`src/rtl/core/mmpq_pkg.sv`:
```
// shared types and constants for the mergeable min priority queue
// no dependencies; imported by every module of the block except the ram
package mmpq_pkg;

    localparam int KEY_W        = 32;
    localparam int KIND_W       = 3;
    localparam int STATUS_W     = 3;
    localparam int SIZE_W       = 7;
    localparam int DEF_CAPACITY = 64;

    // stream widths
    localparam int S_TDATA_W = 2 * KEY_W;
    localparam int S_TUSER_W = KIND_W + 1;
    localparam int M_TDATA_W = ((KEY_W + SIZE_W + 7) / 8) * 8;
    localparam int M_TUSER_W = STATUS_W;

    // operation codes
    typedef enum logic [KIND_W-1:0] {
        KIND_INSERT      = 3'd0,
        KIND_FIND_MIN    = 3'd1,
        KIND_EXTRACT_MIN = 3'd2,
        KIND_DECREASE    = 3'd3,
        KIND_REMOVE      = 3'd4,
        KIND_UNION       = 3'd5
    } kind_t;

    // result codes
    typedef enum logic [STATUS_W-1:0] {
        ST_OK          = 3'd0,
        ST_EMPTY       = 3'd1,
        ST_EXISTS      = 3'd2,
        ST_MISSING     = 3'd3,
        ST_FULL        = 3'd4,
        ST_NOT_SMALLER = 3'd5
    } status_t;

    // controller to datapath
    typedef struct packed {
        logic load;     // latch the accepted item, clear scan results
        logic scan_rd;  // read the slot at the scan address
        logic commit;   // apply the operation and load the result register
    } ctrl_cmd_t;

    // datapath to controller
    typedef struct packed {
        logic scan_needed;  // latched kind walks the slot store
    } dp_status_t;

endpackage

```
`src/rtl/core/mmpq_ram.sv`:
```
// generic simple dual port ram with registered read
// no dependencies
module mmpq_ram #(
    parameter int WIDTH = 32,
    parameter int DEPTH = 64,
    localparam int AW   = $clog2(DEPTH)
) (
    input  logic             clk,
    input  logic             wr_en,
    input  logic [AW-1:0]    wr_addr,
    input  logic [WIDTH-1:0] wr_data,
    input  logic             rd_en,
    input  logic [AW-1:0]    rd_addr,
    output logic [WIDTH-1:0] rd_data
);

    logic [WIDTH-1:0] mem [DEPTH];
    logic [WIDTH-1:0] rd_data_reg;

    // write port and registered read port
    always_ff @(posedge clk)
    begin
        if (wr_en)
        begin
            mem[wr_addr] <= wr_data;
        end
        if (rd_en)
        begin
            rd_data_reg <= mem[rd_addr];
        end
    end

    assign rd_data = rd_data_reg;

endmodule

```
`src/rtl/core/mmpq_ctrl.sv`:
```
// controller: handshakes, slot scan counter and operation sequencing
// depends on mmpq_pkg
module mmpq_ctrl #(
    parameter int CAPACITY = mmpq_pkg::DEF_CAPACITY,
    localparam int IDX_W   = $clog2(CAPACITY)
) (
    input  logic                 clk,
    input  logic                 rst_n,
    input  logic                 s_tvalid,
    output logic                 s_tready,
    output logic                 m_tvalid,
    input  logic                 m_tready,
    input  mmpq_pkg::dp_status_t dp_status,
    output mmpq_pkg::ctrl_cmd_t  cmd,
    output logic [IDX_W-1:0]     scan_addr
);

    import mmpq_pkg::*;

    localparam logic [IDX_W:0] SCAN_END = (IDX_W + 1)'(CAPACITY);

    typedef enum logic [1:0] {
        S_IDLE,
        S_SCAN,
        S_COMMIT
    } state_t;

    state_t          state_reg, state_next;
    logic [IDX_W:0]  cnt_reg, cnt_next;
    logic            m_tvalid_reg, m_tvalid_next;
    logic            out_free;

    assign out_free = !m_tvalid_reg || m_tready;

    // next state and commands
    always_comb
    begin
        state_next    = state_reg;
        cnt_next      = cnt_reg;
        m_tvalid_next = m_tvalid_reg && !m_tready;
        cmd           = '0;
        unique case (state_reg)
            S_IDLE:
            begin
                if (s_tvalid)
                begin
                    cmd.load   = 1'b1;
                    cnt_next   = '0;
                    state_next = S_SCAN;
                end
            end
            S_SCAN:
            begin
                if (!dp_status.scan_needed || cnt_reg == SCAN_END)
                begin
                    state_next = S_COMMIT;
                end
                else
                begin
                    cmd.scan_rd = 1'b1;
                    cnt_next    = cnt_reg + 1'b1;
                end
            end
            S_COMMIT:
            begin
                if (out_free)
                begin
                    cmd.commit    = 1'b1;
                    m_tvalid_next = 1'b1;
                    state_next    = S_IDLE;
                end
            end
            default:
            begin
                state_next = S_IDLE;
            end
        endcase
    end

    // state and registered outputs
    always_ff @(posedge clk or negedge rst_n)
    begin
        if (!rst_n)
        begin
            state_reg    <= S_IDLE;
            cnt_reg      <= '0;
            m_tvalid_reg <= 1'b0;
        end
        else
        begin
            state_reg    <= state_next;
            cnt_reg      <= cnt_next;
            m_tvalid_reg <= m_tvalid_next;
        end
    end

    assign s_tready  = (state_reg == S_IDLE);
    assign m_tvalid  = m_tvalid_reg;
    assign scan_addr = cnt_reg[IDX_W-1:0];

endmodule

```
`src/rtl/core/mmpq_dp.sv`:
```
// datapath: key store, slot valid bits, heap counts, scan and commit logic
// depends on mmpq_pkg and mmpq_ram
module mmpq_dp #(
    parameter int CAPACITY = mmpq_pkg::DEF_CAPACITY,
    localparam int IDX_W   = $clog2(CAPACITY)
) (
    input  logic                             clk,
    input  logic                             rst_n,
    input  mmpq_pkg::ctrl_cmd_t              cmd,
    input  logic [IDX_W-1:0]                 scan_addr,
    output mmpq_pkg::dp_status_t             dp_status,
    input  logic [mmpq_pkg::KIND_W-1:0]      in_kind,
    input  logic                             in_heap_sel,
    input  logic signed [mmpq_pkg::KEY_W-1:0] in_key,
    input  logic signed [mmpq_pkg::KEY_W-1:0] in_new_key,
    output logic [mmpq_pkg::STATUS_W-1:0]    out_status,
    output logic signed [mmpq_pkg::KEY_W-1:0] out_min_key,
    output logic [mmpq_pkg::SIZE_W-1:0]      out_heap_size
);

    import mmpq_pkg::*;

    localparam int CNT_W = $clog2(CAPACITY + 1);
    localparam int RAM_W = KEY_W + 1;

    // latched item
    kind_t                    kind_reg;
    logic                     sel_reg;
    logic signed [KEY_W-1:0]  key_reg;
    logic signed [KEY_W-1:0]  nkey_reg;

    // slot state
    logic [CAPACITY-1:0]      valid_reg, valid_next;
    logic [CNT_W-1:0]         count_reg [2];
    logic [CNT_W-1:0]         count_next [2];

    // read pipeline
    logic                     pv_reg;
    logic [IDX_W-1:0]         pidx_reg;
    logic [RAM_W-1:0]         rd_data;
    logic signed [KEY_W-1:0]  e_key;
    logic                     e_heap;
    logic                     slot_v;

    // scan results
    logic                     hit_reg, hit_next;
    logic [IDX_W-1:0]         hit_idx_reg, hit_idx_next;
    logic                     hit_heap_reg, hit_heap_next;
    logic                     nhit_reg, nhit_next;
    logic                     free_reg, free_next;
    logic [IDX_W-1:0]         free_idx_reg, free_idx_next;
    logic                     min_reg, min_next;
    logic [IDX_W-1:0]         min_idx_reg, min_idx_next;
    logic signed [KEY_W-1:0]  min_key_reg, min_key_next;

    // ram write port
    logic                     wr_en;
    logic [IDX_W-1:0]         wr_addr;
    logic [RAM_W-1:0]         wr_data;

    // commit decisions
    status_t                  c_status;
    logic signed [KEY_W-1:0]  c_min_key;
    logic                     set_en, clr_en;
    logic [IDX_W-1:0]         set_idx, clr_idx;

    // result register
    logic [STATUS_W-1:0]      out_status_reg;
    logic signed [KEY_W-1:0]  out_min_key_reg;
    logic [SIZE_W-1:0]        out_size_reg;

    mmpq_ram #(
        .WIDTH (RAM_W),
        .DEPTH (CAPACITY)
    ) u_key_ram (
        .clk     (clk),
        .wr_en   (wr_en),
        .wr_addr (wr_addr),
        .wr_data (wr_data),
        .rd_en   (cmd.scan_rd),
        .rd_addr (scan_addr),
        .rd_data (rd_data)
    );

    assign e_key  = rd_data[KEY_W-1:0];
    assign e_heap = rd_data[KEY_W];
    assign slot_v = valid_reg[pidx_reg];

    assign dp_status.scan_needed = (kind_reg == KIND_INSERT)
                                || (kind_reg == KIND_FIND_MIN)
                                || (kind_reg == KIND_EXTRACT_MIN)
                                || (kind_reg == KIND_DECREASE)
                                || (kind_reg == KIND_REMOVE)
                                || (kind_reg == KIND_UNION);

    // one slot per cycle: key matches, first free slot, running minimum
    always_comb
    begin
        hit_next      = hit_reg;
        hit_idx_next  = hit_idx_reg;
        hit_heap_next = hit_heap_reg;
        nhit_next     = nhit_reg;
        free_next     = free_reg;
        free_idx_next = free_idx_reg;
        min_next      = min_reg;
        min_idx_next  = min_idx_reg;
        min_key_next  = min_key_reg;
        if (cmd.load)
        begin
            hit_next  = 1'b0;
            nhit_next = 1'b0;
            free_next = 1'b0;
            min_next  = 1'b0;
        end
        else if (pv_reg)
        begin
            if (slot_v && e_key == key_reg)
            begin
                hit_next      = 1'b1;
                hit_idx_next  = pidx_reg;
                hit_heap_next = e_heap;
            end
            if (slot_v && e_key == nkey_reg)
            begin
                nhit_next = 1'b1;
            end
            if (!slot_v && !free_reg)
            begin
                free_next     = 1'b1;
                free_idx_next = pidx_reg;
            end
            if (slot_v && e_heap == sel_reg && (!min_reg || e_key < min_key_reg))
            begin
                min_next     = 1'b1;
                min_idx_next = pidx_reg;
                min_key_next = e_key;
            end
        end
    end

    // operation decode at commit
    always_comb
    begin
        c_status      = ST_OK;
        c_min_key     = '0;
        set_en        = 1'b0;
        set_idx       = free_idx_reg;
        clr_en        = 1'b0;
        clr_idx       = hit_idx_reg;
        count_next[0] = count_reg[0];
        count_next[1] = count_reg[1];
        unique case (kind_reg)
            KIND_INSERT:
            begin
                if (hit_reg)
                begin
                    c_status = ST_EXISTS;
                end
                else if (!free_reg)
                begin
                    c_status = ST_FULL;
                end
                else
                begin
                    set_en              = 1'b1;
                    count_next[sel_reg] = count_reg[sel_reg] + 1'b1;
                end
            end
            KIND_FIND_MIN, KIND_EXTRACT_MIN:
            begin
                if (!min_reg)
                begin
                    c_status = ST_EMPTY;
                end
                else
                begin
                    c_min_key = min_key_reg;
                    if (kind_reg == KIND_EXTRACT_MIN)
                    begin
                        clr_en              = 1'b1;
                        clr_idx             = min_idx_reg;
                        count_next[sel_reg] = count_reg[sel_reg] - 1'b1;
                    end
                end
            end
            KIND_DECREASE:
            begin
                if (!hit_reg || hit_heap_reg != sel_reg)
                begin
                    c_status = ST_MISSING;
                end
                else if (!(nkey_reg < key_reg))
                begin
                    c_status = ST_NOT_SMALLER;
                end
                else if (nhit_reg)
                begin
                    c_status = ST_EXISTS;
                end
            end
            KIND_REMOVE:
            begin
                if (!hit_reg || hit_heap_reg != sel_reg)
                begin
                    c_status = ST_MISSING;
                end
                else
                begin
                    clr_en              = 1'b1;
                    count_next[sel_reg] = count_reg[sel_reg] - 1'b1;
                end
            end
            KIND_UNION:
            begin
                count_next[sel_reg]  = count_reg[sel_reg] + count_reg[!sel_reg];
                count_next[!sel_reg] = '0;
            end
            default:
            begin
                c_status = ST_OK;
            end
        endcase
    end

    // ram write: relabel during a union scan, new key at commit
    always_comb
    begin
        wr_en   = 1'b0;
        wr_addr = pidx_reg;
        wr_data = {sel_reg, e_key};
        if (pv_reg && kind_reg == KIND_UNION && slot_v && e_heap != sel_reg)
        begin
            wr_en = 1'b1;
        end
        else if (cmd.commit && set_en)
        begin
            wr_en   = 1'b1;
            wr_addr = free_idx_reg;
            wr_data = {sel_reg, key_reg};
        end
        else if (cmd.commit && kind_reg == KIND_DECREASE && c_status == ST_OK)
        begin
            wr_en   = 1'b1;
            wr_addr = hit_idx_reg;
            wr_data = {sel_reg, nkey_reg};
        end
    end

    // valid bits
    always_comb
    begin
        valid_next = valid_reg;
        if (cmd.commit && set_en)
        begin
            valid_next[set_idx] = 1'b1;
        end
        if (cmd.commit && clr_en)
        begin
            valid_next[clr_idx] = 1'b0;
        end
    end

    // control state
    always_ff @(posedge clk or negedge rst_n)
    begin
        if (!rst_n)
        begin
            valid_reg    <= '0;
            count_reg[0] <= '0;
            count_reg[1] <= '0;
            pv_reg       <= 1'b0;
        end
        else
        begin
            valid_reg <= valid_next;
            pv_reg    <= cmd.scan_rd;
            if (cmd.commit)
            begin
                count_reg[0] <= count_next[0];
                count_reg[1] <= count_next[1];
            end
        end
    end

    // payload registers
    always_ff @(posedge clk)
    begin
        pidx_reg     <= scan_addr;
        hit_reg      <= hit_next;
        hit_idx_reg  <= hit_idx_next;
        hit_heap_reg <= hit_heap_next;
        nhit_reg     <= nhit_next;
        free_reg     <= free_next;
        free_idx_reg <= free_idx_next;
        min_reg      <= min_next;
        min_idx_reg  <= min_idx_next;
        min_key_reg  <= min_key_next;
        if (cmd.load)
        begin
            kind_reg <= kind_t'(in_kind);
            sel_reg  <= in_heap_sel;
            key_reg  <= in_key;
            nkey_reg <= in_new_key;
        end
        if (cmd.commit)
        begin
            out_status_reg  <= c_status;
            out_min_key_reg <= c_min_key;
            out_size_reg    <= SIZE_W'(count_next[sel_reg]);
        end
    end

    assign out_status    = out_status_reg;
    assign out_min_key   = out_min_key_reg;
    assign out_heap_size = out_size_reg;

endmodule

```
`src/rtl/core/mergeable_min_priority_queue.sv`:
```
// two mergeable min priority queues over one shared store of unique keys
// one item at a time: an item is accepted only when idle, the key ram is then scanned
// one slot per cycle over every slot (unused kinds skip the scan), and the result
// is committed once the output register is free; the next item is taken while a
// result waits
// reset: asynchronous, active low; clears slot valid bits and both heap counts at once
module mergeable_min_priority_queue #(
    parameter int CAPACITY = mmpq_pkg::DEF_CAPACITY
) (
    input  logic                             clk,
    input  logic                             rst_n,
    input  logic                             s_tvalid,
    output logic                             s_tready,
    input  logic [mmpq_pkg::S_TDATA_W-1:0]   s_tdata,  // key, new_key
    input  logic [mmpq_pkg::S_TUSER_W-1:0]   s_tuser,  // kind, heap_sel
    output logic                             m_tvalid,
    input  logic                             m_tready,
    output logic [mmpq_pkg::M_TDATA_W-1:0]   m_tdata,  // min_key, heap_size, zero fill
    output logic [mmpq_pkg::M_TUSER_W-1:0]   m_tuser   // status
);

    import mmpq_pkg::*;

    localparam int IDX_W = $clog2(CAPACITY);

    ctrl_cmd_t                cmd;
    dp_status_t               dp_status;
    logic [IDX_W-1:0]         scan_addr;
    logic [STATUS_W-1:0]      status;
    logic signed [KEY_W-1:0]  min_key;
    logic [SIZE_W-1:0]        heap_size;

    mmpq_ctrl #(
        .CAPACITY (CAPACITY)
    ) u_ctrl (
        .clk       (clk),
        .rst_n     (rst_n),
        .s_tvalid  (s_tvalid),
        .s_tready  (s_tready),
        .m_tvalid  (m_tvalid),
        .m_tready  (m_tready),
        .dp_status (dp_status),
        .cmd       (cmd),
        .scan_addr (scan_addr)
    );

    mmpq_dp #(
        .CAPACITY (CAPACITY)
    ) u_dp (
        .clk           (clk),
        .rst_n         (rst_n),
        .cmd           (cmd),
        .scan_addr     (scan_addr),
        .dp_status     (dp_status),
        .in_kind       (s_tuser[KIND_W-1:0]),
        .in_heap_sel   (s_tuser[KIND_W]),
        .in_key        (s_tdata[KEY_W-1:0]),
        .in_new_key    (s_tdata[2*KEY_W-1:KEY_W]),
        .out_status    (status),
        .out_min_key   (min_key),
        .out_heap_size (heap_size)
    );

    // result packing
    assign m_tdata = M_TDATA_W'({heap_size, min_key});
    assign m_tuser = status;

endmodule

```
`config.mk`:
```
export PLATFORM = sky130hd
export DESIGN_NAME = mergeable_min_priority_queue
export DESIGN_NICKNAME = d
export VERILOG_FILES = /design/src/rtl/core/mmpq_pkg.sv /design/src/rtl/core/mmpq_ram.sv /design/src/rtl/core/mmpq_ctrl.sv /design/src/rtl/core/mmpq_dp.sv /design/src/rtl/core/mergeable_min_priority_queue.sv
export SDC_FILE = /design/constraint.sdc
export NUM_CORES = 2
export LEC_CHECK = 0
export BUFFER_PORTS_ARGS = -buffer_cell sky130_fd_sc_hd__buf_2
export CAP_MARGIN = 20
export CORE_MARGIN = 2
export CORE_UTILIZATION = 43
export CTS_BUF_LIST = sky130_fd_sc_hd__clkbuf_16
export DETAILED_ROUTE_END_ITERATION = 16
export PLACE_DENSITY = 0.62
export SKIP_CTS_REPAIR_TIMING = 1
export SLEW_MARGIN = 20
export SYNTH_ARGS = -nofsm -noshare
export SYNTH_HDL_FRONTEND = slang
export SYNTH_HIERARCHICAL = 1
export SYNTH_SLANG_ARGS = --single-unit
```
`constraint.sdc`:
```
create_clock -name clk -period 22 [get_ports clk]
set_clock_uncertainty 0.2 [all_clocks]
set_input_delay 1.1 -clock clk [delete_from_list [all_inputs] [get_ports clk]]
set_output_delay 1.1 -clock clk [all_outputs]
set_load 0.01 [all_outputs]
```
==> results.yml <==
outcome:
  status: "finished, final reports clean"
route:
  dr.pass1.iters: 7
  drcViolationCount: 0
  wl_um: 257000
  drtIter0Drc: 7061
  num_vias: 49900
  ant_nets: 0
  routedWlPerCell_um: 31.2
  via_per_inst: 6.07
floorplanning:
  dieArea_um2: 225000
  rows: 172
  initial_utilization: 0.433
  die_height_um: 475
  die_w_um: 475
  pin_count: 117
  core_area_um2: 220000
sta:
  fin_crit_sh: 0.294
  max_freq_ghz: 0.155
  post-route-min-period_ns: 6.47
  setup_viol: 0
  tns_ns: 0
  drv_slew: 0
  tightest_slew_ns: 1.23
  rsz0062_at_grt: "no"
  maxSlewHeadroom: 0.178
  hold_viol_final: 0
final_layout:
  largest_reg_flops: 2112
  nets: 5205
  layout-drive-gt1-share: 0.251
  syn2layout_area_growth_pct: 13.9
  finish.instance_area_um2: 108000
  fillCellCount: 17700
cts:
  clk_pin_slew_ns: 0.07
  cts_inserted_buffers: 235
  cts.sinks: 2405
  clock_latency_ns: 0.88
  cts-root-buf: "clkbuf_16"
  clock_path_buffers: 3
  h-tree-depth: 4
  cts_tree: "built"
power_and_ir_drop:
  swShare: 0.329
  intPower_mw: 9.28
  clkPwrFrac: 0.290
  p_leak_nw: 34.3
  ir_worst_vdd_uv: 102
  pwr-share-comb: 0.274
  p_seq_frac: 0.437
  p_sw_mw: 4.54
  p_per_area_nw_per_um2: 127
global_routing:
  grt_pass1_wl_um: 363000
  grt_antenna_before_repair: 16
  grt_usage: 0.227
  grt_pass1_vias: 48000
  grt_start_max_net_pins: 87
  grt.overflow.total: 0
run:
  max_cap_viol_count: 0
worst_setup_path:
  path_delay_family: "simple AND/OR/NAND/NOR gates"
  cp.arrival_ns: 6.76
  r2r-start: "u_dp/key_reg[19]"
  max_stage_delay_ns: 1.21
  crit_path_top_delay_cell: "nor2_4"
  path_buf_inv: 2
  cp-end-kind: "register"
  r2r_end: "u_dp/u_key_ram/mem[31][14]"
  crit_chain: "inv_1, ha_1, a21oi_1, o21ai_0, a211oi_1, o2111ai_1, o22ai_2, and4b_4, a21oi_1, a21oi_1, buf_4, nand4_1, nor2_4"
  r2r_setup_slack_ns: 15.53
  r2r_cells: 13
  worst_path_most_repeated_cell: "a21oi_1"
  cp-start-kind: "register"
  critPathRequiredTime_ns: 22.29
  cp_max_fo: 38
  critical_path_class: "reg -> reg"
synthesis:
  syn_avg_cell_area_um2: 19.8
  synth_compound_area_frac: 0.0384
  synth-simple-area-share: 0.0389
  synth_cell_types: 78
  synth_area_leaders: "edfxtp_1 (73%), mux4_2 (13%), dfrtp_1 (2.3%), a21oi_1 (1.0%), ha_1 (0.95%)"
  synthAdderAreaFrac: 0.00967
  synth_top_flop_cell: "edfxtp_1"
  muxShareOfSynthArea: 0.135
  async_flop_share: 0.0370
  netlist_area_um2: 95200
  synth_top_family_by_area: "multiplexers"
  synth_xor_area_frac: 0.00754
  yosysWarnings: 6
  synth.top_cell.area_share: 0.727
  ys_seq_area_frac: 0.753
  synth_seq_cells: 2405
  synth.most_common_cell: "edfxtp_1"
  synth-edff-count: 2306
  synth_nets: 4957
  synthTopCellsByCount: "edfxtp_1 (2306), mux4_2 (536), nand2_1 (197), a21oi_1 (192), nor2_1 (137)"
  synthCells: 4812
  synth_top_area_cell: "edfxtp_1"
place:
  routabilityCongestion: 0.916
  dp_hpwl_um: 156000
  placed_area_um2: 100000
  numPortBuffers: 115
min_path:
  min_path_type: "in -> reg"
  hold_path_end: "u_dp/key_reg[17]"
  min_path_cells: 1
  hold_start: "s_tdata[17]"
layout make-up:
class	instances	area [um^2]	area share
well taps	2958	3700	0.0341
flip-flops and latches	2405	71700	0.661
repair buffers	273	2300	0.0212
diodes	5	12.5	0.000115
clock buffers	240	6010	0.0554
multi-input cells	2059	22700	0.210
inverters	86	323	0.00298
clock inverters	202	1700	0.0157
per-stage QoR:
step / util / hold slack (ns) / instances / setup WS (ns) / total power, mW
after floorplan: - / 0.241 / 4812 / 14.11 / 8.27
after global placement: 0.454 / 0.264 / 7745 / 15.56 / 9.84
after detailed placement: 0.456 / 0.289 / 7758 / 15.56 / 9.90
after CTS: 0.491 / -0.114 / 8200 / 15.75 / 13.9
after global routing: 0.493 / 0.162 / 8223 / 15.52 / 14.3
final: 0.493 / 0.192 / 8228 / 15.53 / 13.8
metal layers:
layer | vias to the layer above | GRT usage | share of wire
met5 | - | 0 | 0.00011
met4 | 4 | 0.0812 | 0.037
met3 | 431 | 0.0514 | 0.10
met2 | 2634 | 0.339 | 0.45
met1 | 26500 | 0.327 | 0.40
li1 | 20400 | - | -
power groups by stage:
stage / Clock, mW / Combinational (mW) / Sequential, mW
after floorplan: 0 / 2.24 / 6.03
after global placement: 0 / 3.72 / 6.12
after detailed placement: 0 / 3.78 / 6.13
after CTS: 4.07 / 3.78 / 6.03
after global routing: 4.24 / 3.97 / 6.04
final: 4.01 / 3.78 / 6.03
cell families after synthesis:
kind of cell	after synthesis
muxes	612
other	1
AOI/OAI and AO/OA	558
DFF	2405
xor gates and xnor gates	82
and+or+nand+nor	733
buffers and inverters	348
adders and majority gates	73
placed cells by master, fill, tap and decap left out, types with 12 or more instances in the layout:
cell type	n
xor2_1	42
o22ai_1	71
a211oi_1	28
o221ai_1	56
edfxtp_1	2306
nor4_1	43
xnor2_1	39
mux4_2	536
buf_2	114
o21ai_0	29
buf_4	121
a21o_1	13
nor2_1	80
nor2b_1	42
nor2_4	58
nand2b_1	29
nor3_1	24
clkinv_1	47
buf_12	22
buf_16	12
clkinv_2	56
mux2i_1	46
clkbuf_16	240
and3_1	32
inv_1	135
nand4_1	78
a21oi_1	190
dfrtp_1	84
a22oi_1	74
nand3_1	82
ha_1	72
mux2_2	30
a31oi_4	16
bufinv_16	26
a22oi_2	14
nand2_1	196
worst register-to-register path, stage by stage, from the launching register on:
cell       delay (ns)
edfxtp_1         0.41
inv_1            0.11
ha_1             0.25
a21oi_1          0.16
o21ai_0          0.18
a211oi_1         0.39
o2111ai_1        0.18
o22ai_2          0.32
and4b_4          0.74
a21oi_1          0.18
a21oi_1          0.57
buf_4            0.32
nand4_1          0.81
nor2_4           1.22
worst max-delay path by stage:
stage	cells past startpoint	slack [ns]	startpoint	endpoint
4_1_cts	14	15.75	u_dp/key_reg[19]	u_dp/u_key_ram/mem[19][25]
5_1_grt	13	15.52	u_dp/key_reg[19]	u_dp/u_key_ram/mem[55][15]
6_report	13	15.53	u_dp/key_reg[19]	u_dp/u_key_ram/mem[31][14]
2_1_floorplan	11	14.11	m_tready	u_dp/u_key_ram/mem[42][0]
3_5_place_dp	11	15.56	m_tready	u_dp/u_key_ram/mem[19][25]
3_3_place_gp	11	15.56	m_tready	u_dp/u_key_ram/mem[19][25]
Note: power is estimated with default switching activity, not from simulation.
